`config.mk`:
```
export PLATFORM = sky130hd
export DESIGN_NAME = sensor_reading_smoother_core
export DESIGN_NICKNAME = d
export VERILOG_FILES = /design/src/rtl/core/srs_pkg.sv /design/src/rtl/core/sensor_reading_smoother_core.sv
export SDC_FILE = /design/constraint.sdc
export NUM_CORES = 1
export LEC_CHECK = 0
export BUFFER_PORTS_ARGS = -buffer_cell sky130_fd_sc_hd__buf_2
export CAP_MARGIN = 20
export CORE_MARGIN = 3
export CORE_UTILIZATION = 55
export DETAILED_ROUTE_END_ITERATION = 8
export HOLD_SLACK_MARGIN = 0.15
export PLACE_DENSITY_LB_ADDON = 0.08
export SETUP_SLACK_MARGIN = 0.02
export SYNTH_ARGS = -nofsm -noshare
export SYNTH_HDL_FRONTEND = slang
export SYNTH_SLANG_ARGS = --single-unit
```
`constraint.sdc`:
```
create_clock -name clk -period 18 [get_ports clk]
set_clock_uncertainty 0.15 [all_clocks]
set_input_delay 2.7 -clock clk [delete_from_list [all_inputs] [get_ports clk]]
set_output_delay 2.7 -clock clk [all_outputs]
set_load 0.02 [all_outputs]
```
`src/rtl/core/srs_pkg.sv`:
```
package srs_pkg;

  localparam int FRACTION_BITS = 8;

  // field widths
  localparam int IN_W    = 16;
  localparam int TEMP_W  = 18;
  localparam int HUM_W   = 16;
  localparam int CNT_W   = 4;
  localparam int SHIFT_W = 3;
  localparam int CFG_W   = 4;
  localparam int IDX_W   = 1;

  // register indexes
  localparam logic [IDX_W-1:0] CFG_ERROR_LIMIT     = 1'd0;
  localparam logic [IDX_W-1:0] CFG_SMOOTHING_SHIFT = 1'd1;

  localparam logic [CNT_W-1:0]   ERROR_LIMIT_RST     = 4'd3;
  localparam logic [SHIFT_W-1:0] SMOOTHING_SHIFT_RST = 3'd2;

  localparam int TEMP_MAX = 2 ** (TEMP_W - 1) - 1;
  localparam int TEMP_MIN = -(2 ** (TEMP_W - 1));

  // 32 degrees F in fixed point
  localparam int F_OFFSET = 32 << FRACTION_BITS;

  // floor(9c / 5): bias 9c to non-negative by 5*DIV_K, then reciprocal multiply
  localparam int MUL_W       = IN_W + 4;
  localparam int DIV_K       = (9 * (2 ** (IN_W - 1)) + 4) / 5;
  localparam int DIV_BIAS    = 5 * DIV_K;
  localparam int RECIP_SHIFT = MUL_W + 2;
  localparam int RECIP       = (2 ** RECIP_SHIFT) / 5 + 1;
  localparam int QUO_W       = 2 * MUL_W - RECIP_SHIFT;
  localparam int F_ADJ       = F_OFFSET - DIV_K;

endpackage

```
`src/rtl/core/sensor_reading_smoother_core.sv`:
```
// Path: input register, then state registers. Throughput: one word per cycle while
//   out_stall is low; the input register and the result register each hold one word, so
//   one more word is taken while a finished result waits behind out_stall.
// Reset (rst, synchronous, active high): error run, seed and availability cleared, averages
//   zero, error_limit = 3, smoothing_shift = 2, both word registers empty.
module sensor_reading_smoother_core
  import srs_pkg::*;
(
  input  logic                     clk,
  input  logic                     rst,
  // configuration
  input  logic                     cfg_write,
  input  logic [IDX_W-1:0]         cfg_index,
  input  logic [CFG_W-1:0]         cfg_data,
  // input channel
  input  logic                     in_valid,
  output logic                     in_stall,
  input  logic                     read_ok,
  input  logic signed [IN_W-1:0]   temp_celsius,
  input  logic signed [IN_W-1:0]   humidity_raw,
  // result channel
  output logic                     out_valid,
  input  logic                     out_stall,
  output logic                     valid_flag,
  output logic signed [TEMP_W-1:0] temp_fahrenheit,
  output logic signed [HUM_W-1:0]  humidity_smoothed,
  output logic [CNT_W-1:0]         failure_count
);

  localparam int FW = TEMP_W + 2;
  localparam logic signed [FW-1:0] F_ADJ_S    = FW'(F_ADJ);
  localparam logic signed [FW-1:0] T_MAX_S    = FW'(TEMP_MAX);
  localparam logic signed [FW-1:0] T_MIN_S    = FW'(TEMP_MIN);
  localparam logic [MUL_W-1:0]     DIV_BIAS_U = MUL_W'(DIV_BIAS);
  localparam logic [MUL_W-1:0]     RECIP_U    = MUL_W'(RECIP);

  // configuration registers
  logic [CNT_W-1:0]   error_limit;
  logic [SHIFT_W-1:0] smoothing_shift;

  always_ff @(posedge clk) begin
    if (rst) begin
      error_limit     <= ERROR_LIMIT_RST;
      smoothing_shift <= SMOOTHING_SHIFT_RST;
    end else if (cfg_write) begin
      unique case (cfg_index)
        CFG_ERROR_LIMIT:     error_limit     <= cfg_data;
        CFG_SMOOTHING_SHIFT: smoothing_shift <= cfg_data[SHIFT_W-1:0];
        default: ;
      endcase
    end
  end

  // ---------------------------------------------------------------------------
  // Handshake. The input register advances into the result stage whenever the
  // result register is empty or being taken in this cycle.
  // ---------------------------------------------------------------------------
  logic                   in_full;
  logic                   r_ok;
  logic signed [IN_W-1:0] r_temp;
  logic signed [IN_W-1:0] r_hum;
  logic                   advance;
  logic                   in_fire;

  assign advance  = in_full && (!out_valid || !out_stall);
  assign in_stall = in_full && !advance;
  assign in_fire  = in_valid && !in_stall;

  always_ff @(posedge clk) begin
    if (rst) begin
      in_full   <= 1'b0;
      out_valid <= 1'b0;
    end else begin
      in_full   <= in_fire || (in_full && !advance);
      out_valid <= advance || (out_valid && out_stall);
    end
  end

  always_ff @(posedge clk) begin
    if (in_fire) begin
      r_ok   <= read_ok;
      r_temp <= temp_celsius;
      r_hum  <= humidity_raw;
    end
  end

  // ---------------------------------------------------------------------------
  // Celsius to Fahrenheit: floor(9c/5) + 32.
  // 9c is biased by 5*DIV_K so the divide sees a non-negative numerator;
  // DIV_K comes back out together with the 32 degree offset.
  // ---------------------------------------------------------------------------
  logic signed [MUL_W-1:0] c_ext;
  logic signed [MUL_W-1:0] temp9;
  logic [MUL_W-1:0]        div_num;
  logic [2*MUL_W-1:0]      div_prod;
  logic [QUO_W-1:0]        div_quo;
  logic signed [FW-1:0]    fahr_wide;
  logic signed [TEMP_W-1:0] fahr;

  always_comb begin
    c_ext     = MUL_W'(r_temp);
    temp9     = (c_ext <<< 3) + c_ext;
    div_num   = $unsigned(temp9) + DIV_BIAS_U;
    div_prod  = div_num * RECIP_U;
    div_quo   = div_prod[2*MUL_W-1:RECIP_SHIFT];
    fahr_wide = $signed({{(FW-QUO_W){1'b0}}, div_quo}) + F_ADJ_S;
    if (fahr_wide > T_MAX_S)      fahr = TEMP_MAX[TEMP_W-1:0];
    else if (fahr_wide < T_MIN_S) fahr = TEMP_MIN[TEMP_W-1:0];
    else                          fahr = fahr_wide[TEMP_W-1:0];
  end

  // ---------------------------------------------------------------------------
  // State. The result word is the state after the step, so the state
  // registers double as the result payload; they only move on advance.
  // ---------------------------------------------------------------------------
  logic [CNT_W-1:0]         error_run,        error_run_next;
  logic                     seeded,           seeded_next;
  logic                     available,        available_next;
  logic signed [TEMP_W-1:0] temp_average,     temp_average_next;
  logic signed [HUM_W-1:0]  humidity_average, humidity_average_next;

  logic signed [TEMP_W:0]   t_diff;
  logic signed [TEMP_W:0]   t_step;
  logic signed [HUM_W:0]    h_diff;
  logic signed [HUM_W:0]    h_step;

  always_comb begin
    // average moves by the difference, arithmetic shift (floor)
    t_diff = {fahr[TEMP_W-1], fahr} - {temp_average[TEMP_W-1], temp_average};
    t_step = t_diff >>> smoothing_shift;
    h_diff = {r_hum[HUM_W-1], r_hum} - {humidity_average[HUM_W-1], humidity_average};
    h_step = h_diff >>> smoothing_shift;

    error_run_next        = error_run;
    seeded_next           = seeded;
    available_next        = available;
    temp_average_next     = temp_average;
    humidity_average_next = humidity_average;

    if (!r_ok) begin
      // counter saturates at the limit; a lowered limit just stops it
      if (error_run < error_limit) error_run_next = error_run + 1'b1;
      if (error_run_next >= error_limit && available) begin
        available_next = 1'b0;
        seeded_next    = 1'b0;
      end
    end else begin
      error_run_next = '0;
      if (!seeded) begin
        temp_average_next     = fahr;
        humidity_average_next = r_hum;
      end else begin
        temp_average_next     = temp_average + t_step[TEMP_W-1:0];
        humidity_average_next = humidity_average + h_step[HUM_W-1:0];
      end
      seeded_next    = 1'b1;
      available_next = 1'b1;
    end
  end

  always_ff @(posedge clk) begin
    if (rst) begin
      error_run        <= '0;
      seeded           <= 1'b0;
      available        <= 1'b0;
      temp_average     <= '0;
      humidity_average <= '0;
    end else if (advance) begin
      error_run        <= error_run_next;
      seeded           <= seeded_next;
      available        <= available_next;
      temp_average     <= temp_average_next;
      humidity_average <= humidity_average_next;
    end
  end

  assign valid_flag        = available;
  assign temp_fahrenheit   = temp_average;
  assign humidity_smoothed = humidity_average;
  assign failure_count     = error_run;

  // ---------------------------------------------------------------------------
  // Checks
  // ---------------------------------------------------------------------------
  a_seed_tracks_avail: assert property (@(posedge clk) disable iff (rst)
    seeded == available)
    else $error("seed and availability disagree");

  a_good_read: assert property (@(posedge clk) disable iff (rst)
    (advance && r_ok) |=> (valid_flag && failure_count == '0 && out_valid))
    else $error("good read did not clear the run and claim the values");

  a_hold_result: assert property (@(posedge clk) disable iff (rst)
    !advance |=> ($stable(temp_fahrenheit) && $stable(humidity_smoothed)
                  && $stable(failure_count) && $stable(valid_flag)))
    else $error("result changed without a step");

  a_stall_needs_word: assert property (@(posedge clk) disable iff (rst)
    in_stall |-> (in_full && out_valid && out_stall))
    else $error("input stalled with room to move");

endmodule
```
==> results.md, run 1 <==
### Global routing
• **wire length of the first global-routing pass** 68010 um
• **antenna violations before repair** 2
• **vias in the first global route** 12920
• **Congestion Overflow GR** 0
• **largest net degree at the start of global routing** 50
• **global router's overall resource usage** 0.2712

### Hold path
• **hold depth** 2
• **worst min-delay path category** register to register

### Place
• **placer's final routability congestion estimate** 0.9471
• **Post-DP HPWL** 35370 um
• **cell count after placement** 2257
• **post-place instance area** 16970 um^2
• **Port-buffer cells** 83

### Route
• **DRT Pass-1 Iters** 7
• **via count normalized by instance count** 5.681
• **Detailed Route Iter0 Violations** 812
• **Total Wirelength** 41660 um
• **vias after detailed routing** 12920
• **per-cell routed wire length** 18.32 um
• **remaining routing DRC violations** 0
• **remaining antenna violation count after routing** 0

### CTS
• **cell chosen for the clock root** sky130_fd_sc_hd__clkbuf_16
• **hold buffers post-CTS** 0
• **post_cts resized** 0
• **post-CTS setup buffer count** 0
• **Clock Path Buffers** 2
• **Clock H-tree levels** 3
• **clock tree sinks** 81
• **TritonCTS clock tree** yes
• **clock slew at the register clock pins of the worst setup and hold paths** 0.07 ns
• **Inserted Clock Buffers** 9
• **clock latency of the later-clocked register in the worst-skew pair** 0.35 ns

### Logic synthesis
• **count of flip-flops with a built-in enable after synthesis** 33
• **net count after synthesis** 2311
• **Netlist cell types** 92
• **top area cells in the synthesized netlist** sky130_fd_sc_hd__ha_1 23%, sky130_fd_sc_hd__fa_1 18%, sky130_fd_sc_hd__inv_1 7.4%, sky130_fd_sc_hd__edfxtp_1 6.1%, sky130_fd_sc_hd__dfxtp_1 5.9%
• **count leader, synth** sky130_fd_sc_hd__inv_1
• **area share of the largest cell type after synthesis** 0.2346
• **mapped cell area** 16160 um^2
• **synthesized area divided by synthesized cell count** 8.880 um^2
• **flip-flop and latch count after synthesis** 81
• **ranking of synthesized cells by instance count** 320 x sky130_fd_sc_hd__inv_1, 303 x sky130_fd_sc_hd__ha_1, 145 x sky130_fd_sc_hd__fa_1, 111 x sky130_fd_sc_hd__nand2_1, 105 x sky130_fd_sc_hd__a21oi_1
• **count of warnings emitted by yosys** 0
• **cells after synthesis** 1820
• **cell type contributing the most total cell area after synthesis** sky130_fd_sc_hd__ha_1
• **primary flip-flop cell chosen by synthesis mapping** sky130_fd_sc_hd__dfxtp_1
• **fraction of registers with async set or reset after synthesis** 0
• **sequential fraction of the synthesis area** 0.1208

### Critical path
• **required time reported for the critical path endpoint** 18.12 ns
• **worst stage delay on the critical path** 0.65 ns
• **Worst Path Class, Setup** register to register
• **peak fanout along the critical path** 24
• **Worst Reg-to-Reg Cells** 58
• **r2r setup slk** 2.13 ns
• **data arrival time of the worst path** 15.99 ns
• **critical path launch point type** register
• **critical path capture point type** register
• **Slowest-stage cell, CP** sky130_fd_sc_hd__nor3_4

### Layout
• **number of fill cells in the layout** 2612
• **Final Instance Area** 17250 um^2
• **end-of-flow core utilization** 0.5976
• **share of post-route cells with drive strength above 1** 0.08364
• **non-filler cells, final** 2274
• **Layout Area Growth over Synthesis** 6.712%
• **nets@finish** 2375

### Timing
• **Setup TNS Final** 0 ns
• **ratio of final minimum period to clock period** 0.8817
• **Fmax achieved** 63.01 MHz
• **RSZ-0062 raised after global routing** false
• **Final Hold Vio Count** 0
• **transition time of the tightest slew-check pin** 0.9858 ns
• **Final Max Slew Viols** 0
• **normalized max-slew margin** 0.3381
• **final setup fails** 0
• **clock period minus final worst setup slack** 15.87 ns

### Floorplanning
• **top-level port count** 84
• **# rows** 62
• **starting density of the core** 0.5601
• **core area** 28860 um^2
• **die area** 31480 um^2
• **height of the die** 177.4 um
• **overall die width** 177.4 um

### Run
• **max-capacitance violation count** 0

### Outcome
• **status** finished, final reports clean

[critical path: cells and delay by family, from the launching register on]
| family | cells | cell delay (ns) |
|---|---|---|
| DFF | 1 | 0.46 |
| AOI/OAI and AO/OA | 29 | 6.77 |
| and+or+nand+nor | 9 | 1.89 |
| muxes | 1 | 0.16 |
| adders and majority gates | 12 | 5.19 |
| xor gates and xnor gates | 4 | 0.88 |
| buffers and inverters | 3 | 0.28 |
[final timing paths]
kind                                                        start                           endpoint
worst max-delay path                          r_temp[1]$_DFFE_PP_   temp_fahrenheit[17]$_SDFFE_PP0P_
worst min-delay path            humidity_smoothed[2]$_SDFFE_PP0P_  humidity_smoothed[2]$_SDFFE_PP0P_
worst max register to register                r_temp[1]$_DFFE_PP_   temp_fahrenheit[17]$_SDFFE_PP0P_
worst min register to register  humidity_smoothed[2]$_SDFFE_PP0P_  humidity_smoothed[2]$_SDFFE_PP0P_
[metrics by stage]
step	hold slack, ns	setup WS [ns]
3_3_place_gp	0.3315	2.716
5_1_grt	0.3910	0.8071
3_5_place_dp	0.3428	2.250
4_1_cts	0.3501	2.184
6_report	0.3467	2.129
2_1_floorplan	0.3134	4.075
[logic make-up after synthesis]
| kind of cell | after synthesis | share of synthesized area |
|---|---|---|
| compound gates | 393 | 0.1675 |
| xor+xnor | 113 | 0.06310 |
| fa+ha+maj | 448 | 0.4142 |
| buf+inv | 363 | 0.08593 |
| flops | 81 | 0.1208 |
| mux | 61 | 0.03917 |
| simple gates | 361 | 0.1094 |
[routing by layer]
layer	global-route usage	up-vias	share of wire
li1	-	6411	-
met1	0.4123	6104	0.50
met2	0.4041	372	0.42
met3	0.05777	29	0.073
met4	0.03894	2	0.0096
met5	0	-	0.00017
[placed cells by master, fill, tap and decap left out, drive strengths merged, types with 7 or more instances in the layout]
master,synthesis,routed
inv,321,324
ha,303,303
fa,145,145
nand2,111,111
a21oi,106,106
nor2,99,99
buf,17,93
xnor2,72,72
o21ai,55,55
dfxtp,48,48
mux2i,43,43
xor2,41,41
a21o,38,38
edfxtp,33,33
nor3,31,31
nand3,29,29
a211oi,27,27
o21a,22,22
mux2,18,18
o211ai,18,18
and3,16,16
a31oi,15,15
o21bai,14,14
nand2b,13,13
or3,13,13
o22ai,12,12
nor2b,11,11
a211o,11,11
a311oi,11,11
clkbuf,23,10
o31ai,8,8
nand3b,7,7
nand4,7,7
and2,7,7
[state kept, by name, indices dropped and copies added, names as in the netlist]
signal             cells
failure_count          4
r_temp                16
temp_fahrenheit       18
r_hum                 16
in_full                1
out_valid              1
valid_flag             1
humidity_smoothed     16
smoothing_shift        3
error_limit            4
r_ok                   1
[area by class of cell]
type	instances	area [um^2]	share of cell area
flip-flops and latches	81	1952	0.1132
diodes	1	2.502	0.0001451
multi-input cells	1376	12830	0.7439
inverters	323	1212	0.07030
clock buffers	10	229.0	0.01328
clock inverters	6	50.05	0.002902
repair buffers	93	490.5	0.02844
well taps	384	480.5	0.02786
Power of run 1 is not shown: default switching activity piles up to over one toggle a cycle in this logic, so the estimate is an artifact.
==> run 2: changes to the inputs <==
--- a/config.mk
+++ b/config.mk
@@ -12,6 +12,7 @@
 export DETAILED_ROUTE_END_ITERATION = 8
 export HOLD_SLACK_MARGIN = 0.15
 export PLACE_DENSITY_LB_ADDON = 0.08
+export RECOVER_POWER = 50
 export SETUP_SLACK_MARGIN = 0.02
 export SYNTH_ARGS = -nofsm -noshare
 export SYNTH_HDL_FRONTEND = slang
==> run 2 against run 1 <==
Against the previous run: the run now ends with capacitance limit, slew limit left; die area is the same; routed wire length is essentially flat; final area shrank 0.25%; via count grew 0.14%; worst setup slack lost 0.0086 ns; global-route usage is the same; flip-flop and latch count is the same; hold slack gained 0.0018 ns; utilization shrank 0.15 points; non-clock buffer count is the same; critical path type unchanged; largest cell class unchanged.
==> results.md, run 2 (synthesis results as in run 1) <==
### Global routing
• **Congestion Overflow GR** 0, unchanged
• **layer carrying the most global-route usage** met1
• **GR Util met2** 0.4041, unchanged
• **largest net degree at the start of global routing** 50, unchanged
• **antenna violations before repair** 2, unchanged
• **vias in the first global route** 12920, unchanged
• **wire length of the first global-routing pass** 68010 um, unchanged
• **met3 routing resource usage after global routing** 0.05777, unchanged
• **met1 GRT Util** 0.4123, unchanged
• **global router's overall resource usage** 0.2712, unchanged

### Layout
• **share of post-route cells with drive strength above 1** 0.06670, -0.01694
• **nets@finish** 2375, unchanged
• **most common cell after layout, fill and taps aside** sky130_fd_sc_hd__inv_1
• **number of flip-flops in the largest register** 18, unchanged
• **highest-count cells in the layout ignoring fill and taps** 320 x sky130_fd_sc_hd__inv_1, 303 x sky130_fd_sc_hd__ha_1, 145 x sky130_fd_sc_hd__fa_1, 111 x sky130_fd_sc_hd__nand2_1, 105 x sky130_fd_sc_hd__a21oi_1
• **number of fill cells in the layout** 2624, +0.46%
• **Layout Area Growth over Synthesis** 6.449%

### CTS
• **hold buffers post-CTS** 0, unchanged
• **post-CTS setup buffer count** 0, unchanged
• **clock tree sinks** 81, unchanged
• **clock latency of the later-clocked register in the worst-skew pair** 0.35 ns, about the same
• **TritonCTS clock tree** yes
• **post_cts resized** 0, unchanged
• **Clock Path Buffers** 2, unchanged
• **cell chosen for the clock root** sky130_fd_sc_hd__clkbuf_16
• **clock slew at the register clock pins of the worst setup and hold paths** 0.07 ns, about the same
• **Inserted Clock Buffers** 9, unchanged
• **Clock H-tree levels** 3, unchanged

### Hold path
• **Worst Min Path Start** humidity_smoothed[2]$_SDFFE_PP0P_
• **worst min-delay path category** register to register

### Critical path
• **Slowest-stage cell, CP** sky130_fd_sc_hd__nor3_4
• **Worst Path Class, Setup** register to register
• **peak fanout along the critical path** 24, unchanged
• **critical path capture point type** register
• **required time reported for the critical path endpoint** 18.12 ns, about the same
• **timing startpoint of the critical path** r_temp[1]$_DFFE_PP_
• **Crit Reg-Reg Startpoint** r_temp[1]$_DFFE_PP_
• **worst stage delay on the critical path** 0.66 ns, about the same
• **critical path launch point type** register
• **data arrival time of the worst path** 16.00 ns, about the same

### Floorplanning
• **top-level port count** 84, unchanged
• **core area** 28860 um^2, unchanged
• **height of the die** 177.4 um, unchanged
• **# rows** 62, unchanged
• **overall die width** 177.4 um, unchanged
• **starting density of the core** 0.5601, unchanged
• **die area** 31480 um^2, unchanged

### Route
• **per-cell routed wire length** 18.31 um, about the same
• **DRT Pass-1 Iters** 5, -2
• **remaining antenna violation count after routing** 0, unchanged
• **vias after detailed routing** 12940, +0.14%
• **Total Wirelength** 41650 um, about the same
• **via count normalized by instance count** 5.689, +0.14%
• **Detailed Route Iter0 Violations** 782, -3.7%
• **remaining routing DRC violations** 0, unchanged

### Timing
• **final setup fails** 0, unchanged
• **Final Max Slew Viols** 40, +40
• **Final Hold Vio Count** 0, unchanged
• **ratio of final minimum period to clock period** 0.8822, about the same
• **Fmax achieved** 62.98 MHz, about the same
• **transition time of the tightest slew-check pin** 2.307 ns, +1.321 ns
• **RSZ-0062 raised after global routing** false
• **Setup TNS Final** 0 ns, unchanged
• **normalized max-slew margin** -0.5379, -0.8760
• **clock period minus final worst setup slack** 15.88 ns, +0.008600 ns

### Outcome
• **failing checks** capacitance limit, slew limit
• **status** finished with violations

### Place
• **Post-DP HPWL** 35370 um, unchanged
• **placer's final routability congestion estimate** 0.9471, unchanged
• **Port-buffer cells** 83, unchanged

### Run
• **max-capacitance violation count** 1, +1

run 2: metrics by stage:
stage	setup WS (ns)	hold WS, ns	area (um^2)	utilization	std cells
finish	2.121	0.3486	17200	0.5962	2274
global route	0.8071	0.3939	17200	0.5962	2274
floorplan	4.075	0.3134	16160	-	1820
global placement	2.716	0.3315	16970	0.5879	2257
CTS	2.184	0.3501	17240	0.5976	2273
detailed placement	2.250	0.3428	16970	0.5879	2257
run 2: final timing paths:
check                           cells after the start                           endpoint  slack, ns
worst max-delay path                               58   temp_fahrenheit[17]$_SDFFE_PP0P_       2.12
worst min register to register                      2  humidity_smoothed[2]$_SDFFE_PP0P_       0.35
worst min-delay path                                2  humidity_smoothed[2]$_SDFFE_PP0P_       0.35
worst max register to register                     58   temp_fahrenheit[17]$_SDFFE_PP0P_       2.12
run 2: cell type report:
class,instances,area (um^2),share of cell area
timing repair buffer,93,447.9,0.02604
sequential,81,1952,0.1135
clock buffer,10,229.0,0.01331
tap,384,480.5,0.02793
clock inverter,6,50.05,0.002909
antenna,1,2.502,0.0001455
inverter,323,1212,0.07047
multi-input combinational,1376,12830,0.7457
run 2: worst max-delay path: cells and delay by family (launching register included):
family,cells,cell delay [ns]
buffers and inverters,3,0.28
xor gates and xnor gates,4,0.88
DFF,1,0.46
AOI/OAI and AO/OA,29,6.76
and+or+nand+nor,9,1.90
adders and majority gates,12,5.19
muxes,1,0.16
run 2: per-layer routing:
| metal | routed length (um) | share of wire |
|---|---|---|
| met1 | 20920 | 0.50 |
| met2 | 17330 | 0.42 |
| met3 | 2992 | 0.072 |
| met4 | 385 | 0.0092 |
| met5 | 13 | 0.00031 |
Power of run 2 is left out for the same reason.
==> run 3: changes to the inputs <==
--- a/config.mk
+++ b/config.mk
@@ -8,7 +8,7 @@
 export BUFFER_PORTS_ARGS = -buffer_cell sky130_fd_sc_hd__buf_2
 export CAP_MARGIN = 20
 export CORE_MARGIN = 3
-export CORE_UTILIZATION = 55
+export CORE_UTILIZATION = 48
 export DETAILED_ROUTE_END_ITERATION = 8
 export HOLD_SLACK_MARGIN = 0.15
 export PLACE_DENSITY_LB_ADDON = 0.08
==> run 3 against run 2 <==
Against the previous run: maximum frequency up 0.20%; routed wire length is 3.1% higher; critical path depth is 1 lower; non-clock buffer count is 2 lower; hold slack better by 0.0023 ns; worst setup slack gained 0.031 ns; first-iteration DRC count grew 3.3%; final area grew 0.56%; the flow still finishes with violations (capacitance limit, slew limit); cell count increased by 2.4%; sequential share of layout area is 0.063 points lower; via count shrank 0.66%.
==> results.md, run 3 (synthesis results as in run 1) <==
### Timing
• **normalized max-slew margin** -0.5397, -0.001779
• **RSZ-0062 raised after global routing** false
• **Fmax achieved** 63.10 MHz, +0.20%
• **clock period minus final worst setup slack** 15.85 ns, -0.03135 ns
• **Setup TNS Final** 0 ns, unchanged
• **transition time of the tightest slew-check pin** 2.310 ns, +0.002669 ns
• **Final Max Slew Viols** 40, unchanged
• **ratio of final minimum period to clock period** 0.8804, -0.001742
• **Final Hold Vio Count** 0, unchanged
• **final setup fails** 0, unchanged

### Floorplanning
• **# rows** 66, +6.5%
• **overall die width** 189.5 um, +6.8%
• **top-level port count** 84, unchanged
• **starting density of the core** 0.4917, -0.06831
• **core area** 32870 um^2, +14%
• **height of the die** 189.5 um, +6.8%
• **die area** 35910 um^2, +14%

### Hold path
• **worst min-delay path category** register to register
• **hold depth** 2, unchanged
• **Worst Min Path Start** error_limit[3]$_SDFFE_PP0P_

### CTS
• **Clock H-tree levels** 3, unchanged
• **cell chosen for the clock root** sky130_fd_sc_hd__clkbuf_16
• **Clock Path Buffers** 2, unchanged
• **clock slew at the register clock pins of the worst setup and hold paths** 0.08 ns, about the same
• **post-CTS setup buffer count** 0, unchanged
• **Inserted Clock Buffers** 9, unchanged
• **hold buffers post-CTS** 0, unchanged
• **clock tree sinks** 81, unchanged
• **TritonCTS clock tree** yes
• **clock latency of the later-clocked register in the worst-skew pair** 0.37 ns, +0.02 ns
• **post_cts resized** 0, unchanged

### Global routing
• **Congestion Overflow GR** 0, unchanged
• **largest net degree at the start of global routing** 50, unchanged
• **antenna violations before repair** 1, -1
• **vias in the first global route** 12760, -1.2%
• **wire length of the first global-routing pass** 69070 um, +1.6%
• **global router's overall resource usage** 0.2433, -0.02790

### Layout
• **nets@finish** 2373, -0.084%
• **most common cell after layout, fill and taps aside** sky130_fd_sc_hd__inv_1
• **Sequential cell area** 1952 um^2, unchanged
• **number of flip-flops in the largest register** 18, unchanged
• **share of post-route cells with drive strength above 1** 0.06624, -0.0004592
• **area of the multi-input gates** 12830 um^2, unchanged
• **number of fill cells in the layout** 3130, +19%
• **diode count** 0, -1
• **Layout Area Growth over Synthesis** 7.045%
• **highest-count cells in the layout ignoring fill and taps** 320 x sky130_fd_sc_hd__inv_1, 303 x sky130_fd_sc_hd__ha_1, 145 x sky130_fd_sc_hd__fa_1, 111 x sky130_fd_sc_hd__nand2_1, 105 x sky130_fd_sc_hd__a21oi_1

### Place
• **Post-DP HPWL** 36550 um, +3.4%
• **Port-buffer cells** 83, unchanged
• **placer's final routability congestion estimate** 0.9639, +1.8%

### Critical path
• **kind of cell adding the most delay to the critical path** compound AO/OA/AOI/OAI gates
• **timing startpoint of the critical path** r_temp[1]$_DFFE_PP_
• **Crit Reg-Reg Startpoint** r_temp[1]$_DFFE_PP_
• **Slowest-stage cell, CP** sky130_fd_sc_hd__o31ai_1
• **data arrival time of the worst path** 16.00 ns, about the same
• **peak fanout along the critical path** 24, unchanged
• **Worst Reg-to-Reg Cells** 57, -1.7%
• **worst stage delay on the critical path** 0.64 ns, -0.02 ns
• **Worst Path Class, Setup** register to register
• **number of buffer and inverter stages on the critical path** 3, unchanged
• **critical path depth** 57, -1.7%
• **required time reported for the critical path endpoint** 18.15 ns, +0.03 ns
• **critical path capture point type** register
• **critical path launch point type** register

### Outcome
• **failing checks** capacitance limit, slew limit
• **status** finished with violations

### Route
• **Detailed Route Iter0 Violations** 808, +3.3%
• **remaining antenna violation count after routing** 0, unchanged
• **Total Wirelength** 42940 um, +3.1%
• **DRT Pass-1 Iters** 5, unchanged
• **vias after detailed routing** 12850, -0.66%
• **via count normalized by instance count** 5.518, -3.0%
• **per-cell routed wire length** 18.44 um, +0.68%
• **remaining routing DRC violations** 0, unchanged

### Run
• **max-capacitance violation count** 1, unchanged

[run 3: cell count changes in the layout (fill, tap and decap cells not counted), sizes merged]
cell | before | now
diode | 1 | 0
clkbuf | 42 | 41
inv | 324 | 326
clkinvlp | 2 | 0
buf | 61 | 59
bufinv | 0 | 1
[run 3: per-layer routing]
| layer | vias to the layer above | share of wire | GRT usage |
|---|---|---|---|
| li1 | 6403 | - | - |
| met1 | 6111 | 0.51 | 0.3783 |
| met2 | 313 | 0.41 | 0.3578 |
| met3 | 22 | 0.070 | 0.04758 |
| met4 | 2 | 0.0083 | 0.03099 |
| met5 | - | 0.00016 | 0 |
[run 3: final timing paths]
kind / end / slack [ns]
setup / recovery: temp_fahrenheit[17]$_SDFFE_PP0P_ / 2.15
hold / removal: error_limit[3]$_SDFFE_PP0P_ / 0.35
setup reg to reg: temp_fahrenheit[17]$_SDFFE_PP0P_ / 2.15
hold reg to reg: error_limit[3]$_SDFFE_PP0P_ / 0.35
[run 3: cell type report]
type / count / area share
sequential: 81 / 0.1128
tap: 442 / 0.03197
clock buffer: 9 / 0.01302
timing repair buffer: 91 / 0.02502
clock inverter: 7 / 0.005497
inverter: 323 / 0.07008
multi-input combinational: 1376 / 0.7416
[run 3: tightest hold or removal path, cell delays in order, from the launching register on]
cell	delay (ns)
sky130_fd_sc_hd__dfxtp_1	0.33
sky130_fd_sc_hd__mux2i_1	0.07
sky130_fd_sc_hd__nor2_1	0.07
[run 3: per-stage QoR]
| stage | instances | cell area (um^2) | util | setup slack, ns | hold slack (ns) |
|---|---|---|---|---|---|
| after floorplan | 1820 | 16160 | - | 4.075 | 0.3134 |
| after global placement | 2313 | 17020 | 0.5179 | 2.408 | 0.3327 |
| after detailed placement | 2313 | 17020 | 0.5179 | 2.247 | 0.3395 |
| after CTS | 2329 | 17340 | 0.5277 | 2.175 | 0.3583 |
| after global routing | 2329 | 17300 | 0.5264 | 0.7965 | 0.3960 |
| final | 2329 | 17300 | 0.5264 | 2.152 | 0.3509 |
Power of run 3 is left out for the same reason.
